==> config.mk <==
export PLATFORM = sky130hd
export DESIGN_NAME = feature_threshold_search_top_flat
export DESIGN_NICKNAME = d
export VERILOG_FILES = /design/src/rtl/fts_pkg.sv /design/src/rtl/fts_if.sv /design/src/rtl/fts_eval.sv /design/src/rtl/feature_threshold_search_top.sv /design/src/flat_wrapper.sv
export SDC_FILE = /design/constraint.sdc
export NUM_CORES = 1
export LEC_CHECK = 0
export BUFFER_PORTS_ARGS = -buffer_cell sky130_fd_sc_hd__buf_4
export CORE_UTILIZATION = 40
export DETAILED_ROUTE_END_ITERATION = 6
export SLEW_MARGIN = 20
export SYNTH_ARGS = -nofsm -noshare
export SYNTH_HDL_FRONTEND = slang
export SYNTH_SLANG_ARGS = --single-unit
==> constraint.sdc <==
create_clock -name clk_i -period 13.28 [get_ports clk_i]
set_input_delay 1.992 -clock clk_i [delete_from_list [all_inputs] [get_ports clk_i]]
set_output_delay 1.992 -clock clk_i [all_outputs]
set_load 0.01 [all_outputs]
==> src/rtl/fts_pkg.sv <==
`timescale 1ns / 1ps

package fts_pkg;

  localparam int ThrW    = 8;
  localparam int CntW    = 20;
  localparam int RepW    = 3;
  localparam int CfgIdxW = 1;
  localparam int CfgW    = CntW;
  localparam int ProdW   = CntW + 4;

  localparam logic [ThrW-1:0] ThrReset = 8'd10;

  localparam logic [CfgIdxW-1:0] CFG_TARGET    = 1'd0;
  localparam logic [CfgIdxW-1:0] CFG_START_THR = 1'd1;

  localparam logic [1:0] PH_IDLE = 2'd0;
  localparam logic [1:0] PH_UP   = 2'd1;
  localparam logic [1:0] PH_DOWN = 2'd2;

  // floor(x/10) for 12-bit x (below 4096) via reciprocal multiply
  localparam logic [11:0] Div10Mul   = 12'd3277;
  localparam int          Div10Shift = 15;

  typedef struct packed {
    logic [1:0]      phase;
    logic [ThrW-1:0] thr;
    logic [ThrW-1:0] prev_thr;
    logic [CntW-1:0] prev_cnt;
    logic [RepW-1:0] rep;
  } fts_state_t;

  typedef struct packed {
    logic [ThrW-1:0] next_threshold;
    logic            done_res;
    logic            keep_newest;
  } fts_res_t;

  function automatic logic [8:0] div10(input logic [11:0] x);
    logic [23:0] p;
    p = x * Div10Mul;
    return p[Div10Shift+8:Div10Shift];
  endfunction

  function automatic logic [ThrW-1:0] step_up(input logic [ThrW-1:0] t);
    logic [8:0] n;
    n = div10(12'(t) * 12'd11);
    if (n == 9'(t)) begin
      n = 9'(t) + 9'd1;
    end
    return (n > 9'd255) ? 8'd255 : n[ThrW-1:0];
  endfunction

  // zero result means the down step hit the floor
  function automatic logic [ThrW-1:0] step_down(input logic [ThrW-1:0] t);
    logic [8:0] n;
    n = div10(12'(t) * 12'd9);
    return n[ThrW-1:0];
  endfunction

endpackage

==> src/rtl/fts_if.sv <==
`timescale 1ns / 1ps

interface fts_in_if;
  import fts_pkg::*;
  logic            valid;
  logic            ready;
  logic            action;
  logic [CntW-1:0] feature_count;

  modport source (output valid, output action, output feature_count, input ready);
  modport sink   (input valid, input action, input feature_count, output ready);
endinterface

interface fts_out_if;
  import fts_pkg::*;
  logic            valid;
  logic            ready;
  logic [ThrW-1:0] next_threshold;
  logic            done_res;
  logic            keep_newest;

  modport source (output valid, output next_threshold, output done_res,
                  output keep_newest, input ready);
  modport sink   (input valid, input next_threshold, input done_res,
                  input keep_newest, output ready);
endinterface

==> src/rtl/fts_eval.sv <==
`timescale 1ns / 1ps

module fts_eval
  import fts_pkg::*;
#(
  parameter int REPEAT_LIMIT = 4
) (
  input  logic            action_i,
  input  logic [CntW-1:0] count_i,
  input  logic [CntW-1:0] target_i,
  input  fts_state_t      state_i,
  output fts_state_t      state_o,
  output fts_res_t        res_o
);

  logic [ProdW-1:0] c10, hi, lo;
  logic [ThrW-1:0]  thr_up, thr_dn;
  logic             dn_ok;
  logic [RepW:0]    rep;
  logic             crossed;
  logic [CntW-1:0]  dn, dp;

  assign c10 = (ProdW'(count_i) << 3) + (ProdW'(count_i) << 1);
  assign hi  = (ProdW'(target_i) << 3) + (ProdW'(target_i) << 1) + ProdW'(target_i);
  assign lo  = (ProdW'(target_i) << 3) + ProdW'(target_i);

  assign thr_up = step_up(state_i.thr);
  assign thr_dn = step_down(state_i.thr);
  assign dn_ok  = (thr_dn != '0);

  assign rep     = (count_i == state_i.prev_cnt) ? ((RepW+1)'(state_i.rep) + 1'b1) : '0;
  assign crossed = (state_i.phase == PH_UP) ? (count_i <= target_i) : (count_i >= target_i);
  assign dn      = (target_i > count_i) ? (target_i - count_i) : (count_i - target_i);
  assign dp      = (target_i > state_i.prev_cnt) ? (target_i - state_i.prev_cnt)
                                                 : (state_i.prev_cnt - target_i);

  always_comb begin
    state_o = state_i;
    res_o.done_res    = 1'b0;
    res_o.keep_newest = 1'b0;
    if (!action_i) begin
      state_o.phase = PH_IDLE;
      state_o.rep   = '0;
      if (target_i == '0 || (c10 <= hi && c10 >= lo)) begin
        res_o.done_res    = 1'b1;
        res_o.keep_newest = 1'b1;
      end else begin
        state_o.prev_cnt = count_i;
        state_o.prev_thr = state_i.thr;
        if (c10 > hi) begin
          state_o.thr   = thr_up;
          state_o.phase = PH_UP;
        end else if (!dn_ok) begin
          state_o.thr       = '0;
          res_o.done_res    = 1'b1;
          res_o.keep_newest = 1'b1;
        end else begin
          state_o.thr   = thr_dn;
          state_o.phase = PH_DOWN;
        end
      end
    end else if (state_i.phase != PH_UP && state_i.phase != PH_DOWN) begin
      state_o.phase     = PH_IDLE;
      res_o.done_res    = 1'b1;
      res_o.keep_newest = 1'b1;
    end else if (crossed || rep > (RepW+1)'(REPEAT_LIMIT)) begin
      state_o.phase  = PH_IDLE;
      state_o.rep    = '0;
      res_o.done_res = 1'b1;
      if (dn < dp) begin
        res_o.keep_newest = 1'b1;
      end else begin
        state_o.thr = state_i.prev_thr;
      end
    end else begin
      state_o.rep      = rep[RepW] ? '1 : rep[RepW-1:0];
      state_o.prev_cnt = count_i;
      state_o.prev_thr = state_i.thr;
      if (state_i.phase == PH_UP) begin
        state_o.thr = thr_up;
      end else if (!dn_ok) begin
        state_o.thr       = '0;
        state_o.phase     = PH_IDLE;
        state_o.rep       = '0;
        res_o.done_res    = 1'b1;
        res_o.keep_newest = 1'b1;
      end else begin
        state_o.thr = thr_dn;
      end
    end
    res_o.next_threshold = state_o.thr;
  end

endmodule

==> src/rtl/feature_threshold_search_top.sv <==
`timescale 1ns / 1ps

// threshold search for a corner detector
// in_i carries one beat per detection run: action (0 start of image,
// 1 trial run) and the feature count found at the current threshold.
// out_o returns exactly one beat per input beat: next_threshold, done_res
// and keep_newest (meaningful only with done_res).
// config: cfg_we_i writes cfg_wdata_i into register cfg_idx_i
// (0 target_count, 1 start_threshold, which also reloads the running
// threshold); write only while no beat is in flight.
// a beat is held in the input register, then in the result register.
// throughput: one beat per cycle while out_o is not stalled, set by
// the single evaluate stage between the input and result registers.
// when out_o is stalled the result register holds, the input register
// fills, and in_i.ready drops until the result is taken.
// reset: search idle, threshold 10, target 0, both registers empty.
module feature_threshold_search_top
  import fts_pkg::*;
#(
  parameter int REPEAT_LIMIT = 4
) (
  input  logic               clk_i,
  input  logic               rst_ni,
  input  logic               cfg_we_i,
  input  logic [CfgIdxW-1:0] cfg_idx_i,
  input  logic [CfgW-1:0]    cfg_wdata_i,
  fts_in_if.sink             in_i,
  fts_out_if.source          out_o
);

  logic            in_vld_q;
  logic            act_q;
  logic [CntW-1:0] cnt_q;
  logic [CntW-1:0] target_q;
  fts_state_t      state_q, state_d;
  fts_res_t        res_d, res_q;
  logic            out_vld_q;
  logic            adv;

  assign adv        = in_vld_q && (!out_vld_q || out_o.ready);
  assign in_i.ready = !in_vld_q || adv;

  fts_eval #(.REPEAT_LIMIT(REPEAT_LIMIT)) u_eval (
    .action_i (act_q),
    .count_i  (cnt_q),
    .target_i (target_q),
    .state_i  (state_q),
    .state_o  (state_d),
    .res_o    (res_d)
  );

  always_ff @(posedge clk_i or negedge rst_ni) begin
    if (!rst_ni) begin
      in_vld_q <= 1'b0;
    end else if (in_i.ready) begin
      in_vld_q <= in_i.valid;
    end
  end

  always_ff @(posedge clk_i) begin
    if (in_i.ready && in_i.valid) begin
      act_q <= in_i.action;
      cnt_q <= in_i.feature_count;
    end
  end

  always_ff @(posedge clk_i or negedge rst_ni) begin
    if (!rst_ni) begin
      target_q       <= '0;
      state_q.phase  <= PH_IDLE;
      state_q.thr    <= ThrReset;
      state_q.prev_thr <= '0;
      state_q.prev_cnt <= '0;
      state_q.rep    <= '0;
    end else if (cfg_we_i) begin
      case (cfg_idx_i)
        CFG_TARGET:    target_q    <= cfg_wdata_i;
        CFG_START_THR: state_q.thr <= cfg_wdata_i[ThrW-1:0];
        default: ;
      endcase
    end else if (adv) begin
      state_q <= state_d;
    end
  end

  always_ff @(posedge clk_i or negedge rst_ni) begin
    if (!rst_ni) begin
      out_vld_q <= 1'b0;
    end else if (adv) begin
      out_vld_q <= 1'b1;
    end else if (out_o.ready) begin
      out_vld_q <= 1'b0;
    end
  end

  always_ff @(posedge clk_i) begin
    if (adv) begin
      res_q <= res_d;
    end
  end

  assign out_o.valid          = out_vld_q;
  assign out_o.next_threshold = res_q.next_threshold;
  assign out_o.done_res       = res_q.done_res;
  assign out_o.keep_newest    = res_q.keep_newest;

endmodule

==> src/flat_wrapper.sv <==
// flat-port wrapper written by rule: the top's interface ports become plain ports
module feature_threshold_search_top_flat import fts_pkg::*;
#(
  parameter int REPEAT_LIMIT = 4
)
  (clk_i, rst_ni, cfg_we_i, cfg_idx_i, cfg_wdata_i, in_i_valid, in_i_action, in_i_feature_count, in_i_ready, out_o_valid, out_o_next_threshold, out_o_done_res, out_o_keep_newest, out_o_ready);
  fts_in_if in_i_i ();
  fts_out_if out_o_i ();
  input  logic clk_i;
  input  logic rst_ni;
  input  logic cfg_we_i;
  input  logic [CfgIdxW-1:0] cfg_idx_i;
  input  logic [CfgW-1:0] cfg_wdata_i;
  input wire logic [$bits(in_i_i.valid)-1:0] in_i_valid;
  input wire logic [$bits(in_i_i.action)-1:0] in_i_action;
  input wire logic [$bits(in_i_i.feature_count)-1:0] in_i_feature_count;
  output wire logic [$bits(in_i_i.ready)-1:0] in_i_ready;
  output wire logic [$bits(out_o_i.valid)-1:0] out_o_valid;
  output wire logic [$bits(out_o_i.next_threshold)-1:0] out_o_next_threshold;
  output wire logic [$bits(out_o_i.done_res)-1:0] out_o_done_res;
  output wire logic [$bits(out_o_i.keep_newest)-1:0] out_o_keep_newest;
  input wire logic [$bits(out_o_i.ready)-1:0] out_o_ready;
  assign in_i_i.valid = in_i_valid;
  assign in_i_i.action = in_i_action;
  assign in_i_i.feature_count = in_i_feature_count;
  assign in_i_ready = in_i_i.ready;
  assign out_o_valid = out_o_i.valid;
  assign out_o_next_threshold = out_o_i.next_threshold;
  assign out_o_done_res = out_o_i.done_res;
  assign out_o_keep_newest = out_o_i.keep_newest;
  assign out_o_i.ready = out_o_ready;
  feature_threshold_search_top #(.REPEAT_LIMIT(REPEAT_LIMIT)) u_core (.clk_i(clk_i), .rst_ni(rst_ni), .cfg_we_i(cfg_we_i), .cfg_idx_i(cfg_idx_i), .cfg_wdata_i(cfg_wdata_i), .in_i(in_i_i), .out_o(out_o_i));
endmodule
==> reports/results.tsv <==
metric	value	unit
Initial DRC Count	984	
Reg2Reg Capture Point	u_core.state_q[37]	
DRT antenna net count	0	
total grt overflow	0	
count of synthesis-stage warnings from yosys	0	
num rows	78	
Die Y-Extent	218	µm
critical register-to-register path startpoint	u_core.state_q[31]	
number of vias after detailed routing	15702	
max frequency	110	MHz
number of H-tree branching levels	3	
top-area cell type share of the netlist area	0.265	
final core utilization	0.436	
share of final-layout standard cells stronger than drive strength 1	0.0589	
pin count of the biggest net entering global routing	64	
Clk Latency, worst-skew pair	0.38	ns
Setup TNS	0	ns
Max stage delay cell, worst path	sky130_fd_sc_hd__dfrtp_1	
sum of routed wire length over all layers	55300	µm
number of maximum-capacitance constraint violations	0	
count of fill cells added during filler insertion	4550	
most common cell after layout, fill and taps aside	sky130_fd_sc_hd__ha_1	
average footprint of a synthesized cell	8.75	µm²
source of the worst hold timing path	u_core.state_q[29]	
slew of the pin with the lowest slew margin	1.16	ns
required time of the worst setup path	13.55	ns
net count after synthesis	2680	
most frequent cells in the layout	sky130_fd_sc_hd__ha_1, sky130_fd_sc_hd__inv_1, sky130_fd_sc_hd__a21oi_1, sky130_fd_sc_hd__nand2_1, sky130_fd_sc_hd__fa_1	
clk sinks	94	
proportion of register bits with asynchronous set or reset after synthesis	0.670	
buffer type at the clock tree root	sky130_fd_sc_hd__clkbuf_16	
number of remaining DRC errors	0	
horizontal die dimension	218	µm
depth of the worst hold-timing path	2	
total number of nets in the final design	2699	
cts-stage hold buffer count	0	
number of pins exceeding their max-slew limit in the final report	0	
placed wire-length estimate	45800	µm
Register-to-Register Setup Slack	4.19	ns
Top delay family on crit path	compound AO/OA/AOI/OAI gates	
I/O Pins	59	
die area	0.0475	mm²
end point of the worst hold path	u_core.state_q[29]	
cell depth of the worst flop-to-flop path	32	
TritonCTS clock tree	done	
number of unique standard cell types used by synthesis	90	
Resized Gates After CTS	0	
max-slew headroom at the worst pin	0.218	
sequential cell area fraction in the yosys report	0.135	
number of global-route vias before repair	16267	
layout overhead on the synthesized area	6.89	%
initial core utilization	0.408	
ranking of synthesized cells by area	sky130_fd_sc_hd__ha_1, sky130_fd_sc_hd__fa_1, sky130_fd_sc_hd__dfrtp_1, sky130_fd_sc_hd__edfxtp_1, sky130_fd_sc_hd__inv_1	
number of antenna violations at the first check in global routing	0	
final setup violation count	0	
maximum buffer depth of the clock tree	2	
post-CTS clock slew at the launch and capture registers of the worst setup and hold paths	0.07	ns
final RePlAce weighted congestion	0.935	
element type at the critical path start	register	
Via density	5.70	
TritonCTS buffer count	9	
area of the multi-input gates	0.0150	mm²
crit path capture type	register	
CP Max Fanout	18	
number of instances in the synthesized netlist	2131	
endpoint arrival time on the critical path	9.36	ns
most used flip-flop cell after synthesis	sky130_fd_sc_hd__dfrtp_1	
Yosys top cell by area	sky130_fd_sc_hd__ha_1	
number of enable-type register cells in the synthesized netlist	31	
core area	0.0457	mm²
final hold viol count	0	
global-route usage over all layers	0.237	
hold slack	0.482	ns
number of inserted diodes	0	
Min Clock Period, post-route	9.09	ns
final worst path period share	0.684	
worst setup slack after placement	4.25	ns
drt pass-1 iters	5	
min-delay worst type	register to register	
register area	0.00251	mm²
number of buffers and inverters on the critical path	5	
combined area of all synthesized cells	0.0186	mm²
buffers added on ports	58	
Post-Route Skew	0.0132	ns
wire length of the first global-routing pass	88100	µm
result of the run	finished clean	
detailed-route wire length per cell	20.1	µm
CP peak stage delay	0.80	ns
number of synthesized register bits	94	
worst setup margin	4.19	ns
setup repair after global routing missed its margin	false	
classification of the worst setup path	register to register	
number of setup buffers added after CTS	0	
==> worst max-delay path by stage <==
stage               cells after the start                 end               start
detailed placement                     31  u_core.state_q[37]  u_core.state_q[31]
global route                           31  u_core.state_q[37]  u_core.state_q[31]
floorplan                              30  u_core.state_q[33]  u_core.state_q[34]
global placement                       28  u_core.state_q[37]  u_core.state_q[31]
finish                                 32  u_core.state_q[37]  u_core.state_q[31]
CTS                                    32  u_core.state_q[37]  u_core.state_q[31]
==> cell usage after synthesis, drive strengths merged (12+ instances only) <==
master and instances:
a211oi 18, fa 107, a21oi 160, buf 18
nor3 40, ha 395, o31ai 34, nand3 45
a21o 58, dfrtp 61, or2 16, nand4 23
o21ai 105, o21bai 24, nor2 76, edfxtp 31
nor2b 21, xnor2 89, xor2 60, clkbuf 39
inv 248, o21a 18, and2 20, nor4 15
mux2i 28, mux2 12, nand2b 21, nand2 158
a31oi 18, and3 16
==> registers in the layout, summed over array words and instances (netlist names) <==
register / count
u_core.out_o.next_threshold: 8
u_core.out_o.valid: 1
u_core.out_o.done_res: 1
u_core.state_q: 41
u_core.out_o.keep_newest: 1
u_core.target_q: 20
u_core.in_vld_q: 1
u_core.act_q: 1
u_core.cnt_q: 20
==> through the flow <==
| stage | cell area [µm²] | instances |
|---|---|---|
| 2_1_floorplan | 18600 | 2131 |
| 3_3_place_gp | 19700 | 2739 |
| 3_5_place_dp | 19700 | 2739 |
| 4_1_cts | 19900 | 2755 |
| 5_1_grt | 19900 | 2755 |
| 6_report | 19900 | 2755 |
==> worst reg2reg max path, delay by kind of cell (launching register included) <==
family | cells | cell delay, ns
simple gates | 3 | 0.68
buf+inv | 5 | 0.39
flops | 1 | 0.80
mux | 1 | 0.37
xor+xnor | 1 | 0.27
fa+ha+maj | 8 | 3.15
compound gates | 14 | 3.32
==> area by class of cell <==
class,count,share of cell area
multi-input combinational,1731,0.752
timing repair buffer,65,0.0245
tap,600,0.0377
sequential,94,0.126
inverter,249,0.0469
clock inverter,4,0.00126
clock buffer,12,0.0119
==> cell families (layout without fill, tap and decap cells) <==
kind of cell | after synthesis | after routing | share of synthesized area
adders and majority gates | 502 | 502 | 0.380
xor gates and xnor gates | 153 | 153 | 0.0748
buffers and inverters | 306 | 330 | 0.0628
AOI/OAI and AO/OA | 553 | 553 | 0.197
muxes | 40 | 40 | 0.0225
and+or+nand+nor | 483 | 483 | 0.128
DFF | 94 | 94 | 0.135
==> routing by layer <==
metal | vias to the layer above | wire (µm) | global-route usage
met5 | - | 0 | 0
met4 | 0 | 2430 | 0.109
met3 | 103 | 1900 | 0.0199
met2 | 361 | 27300 | 0.424
met1 | 7600 | 23600 | 0.287
li1 | 7638 | - | -
Power is left out: the tool's default activity adds up to more than one toggle a clock period on the data nets, which glitch-free logic cannot reach.
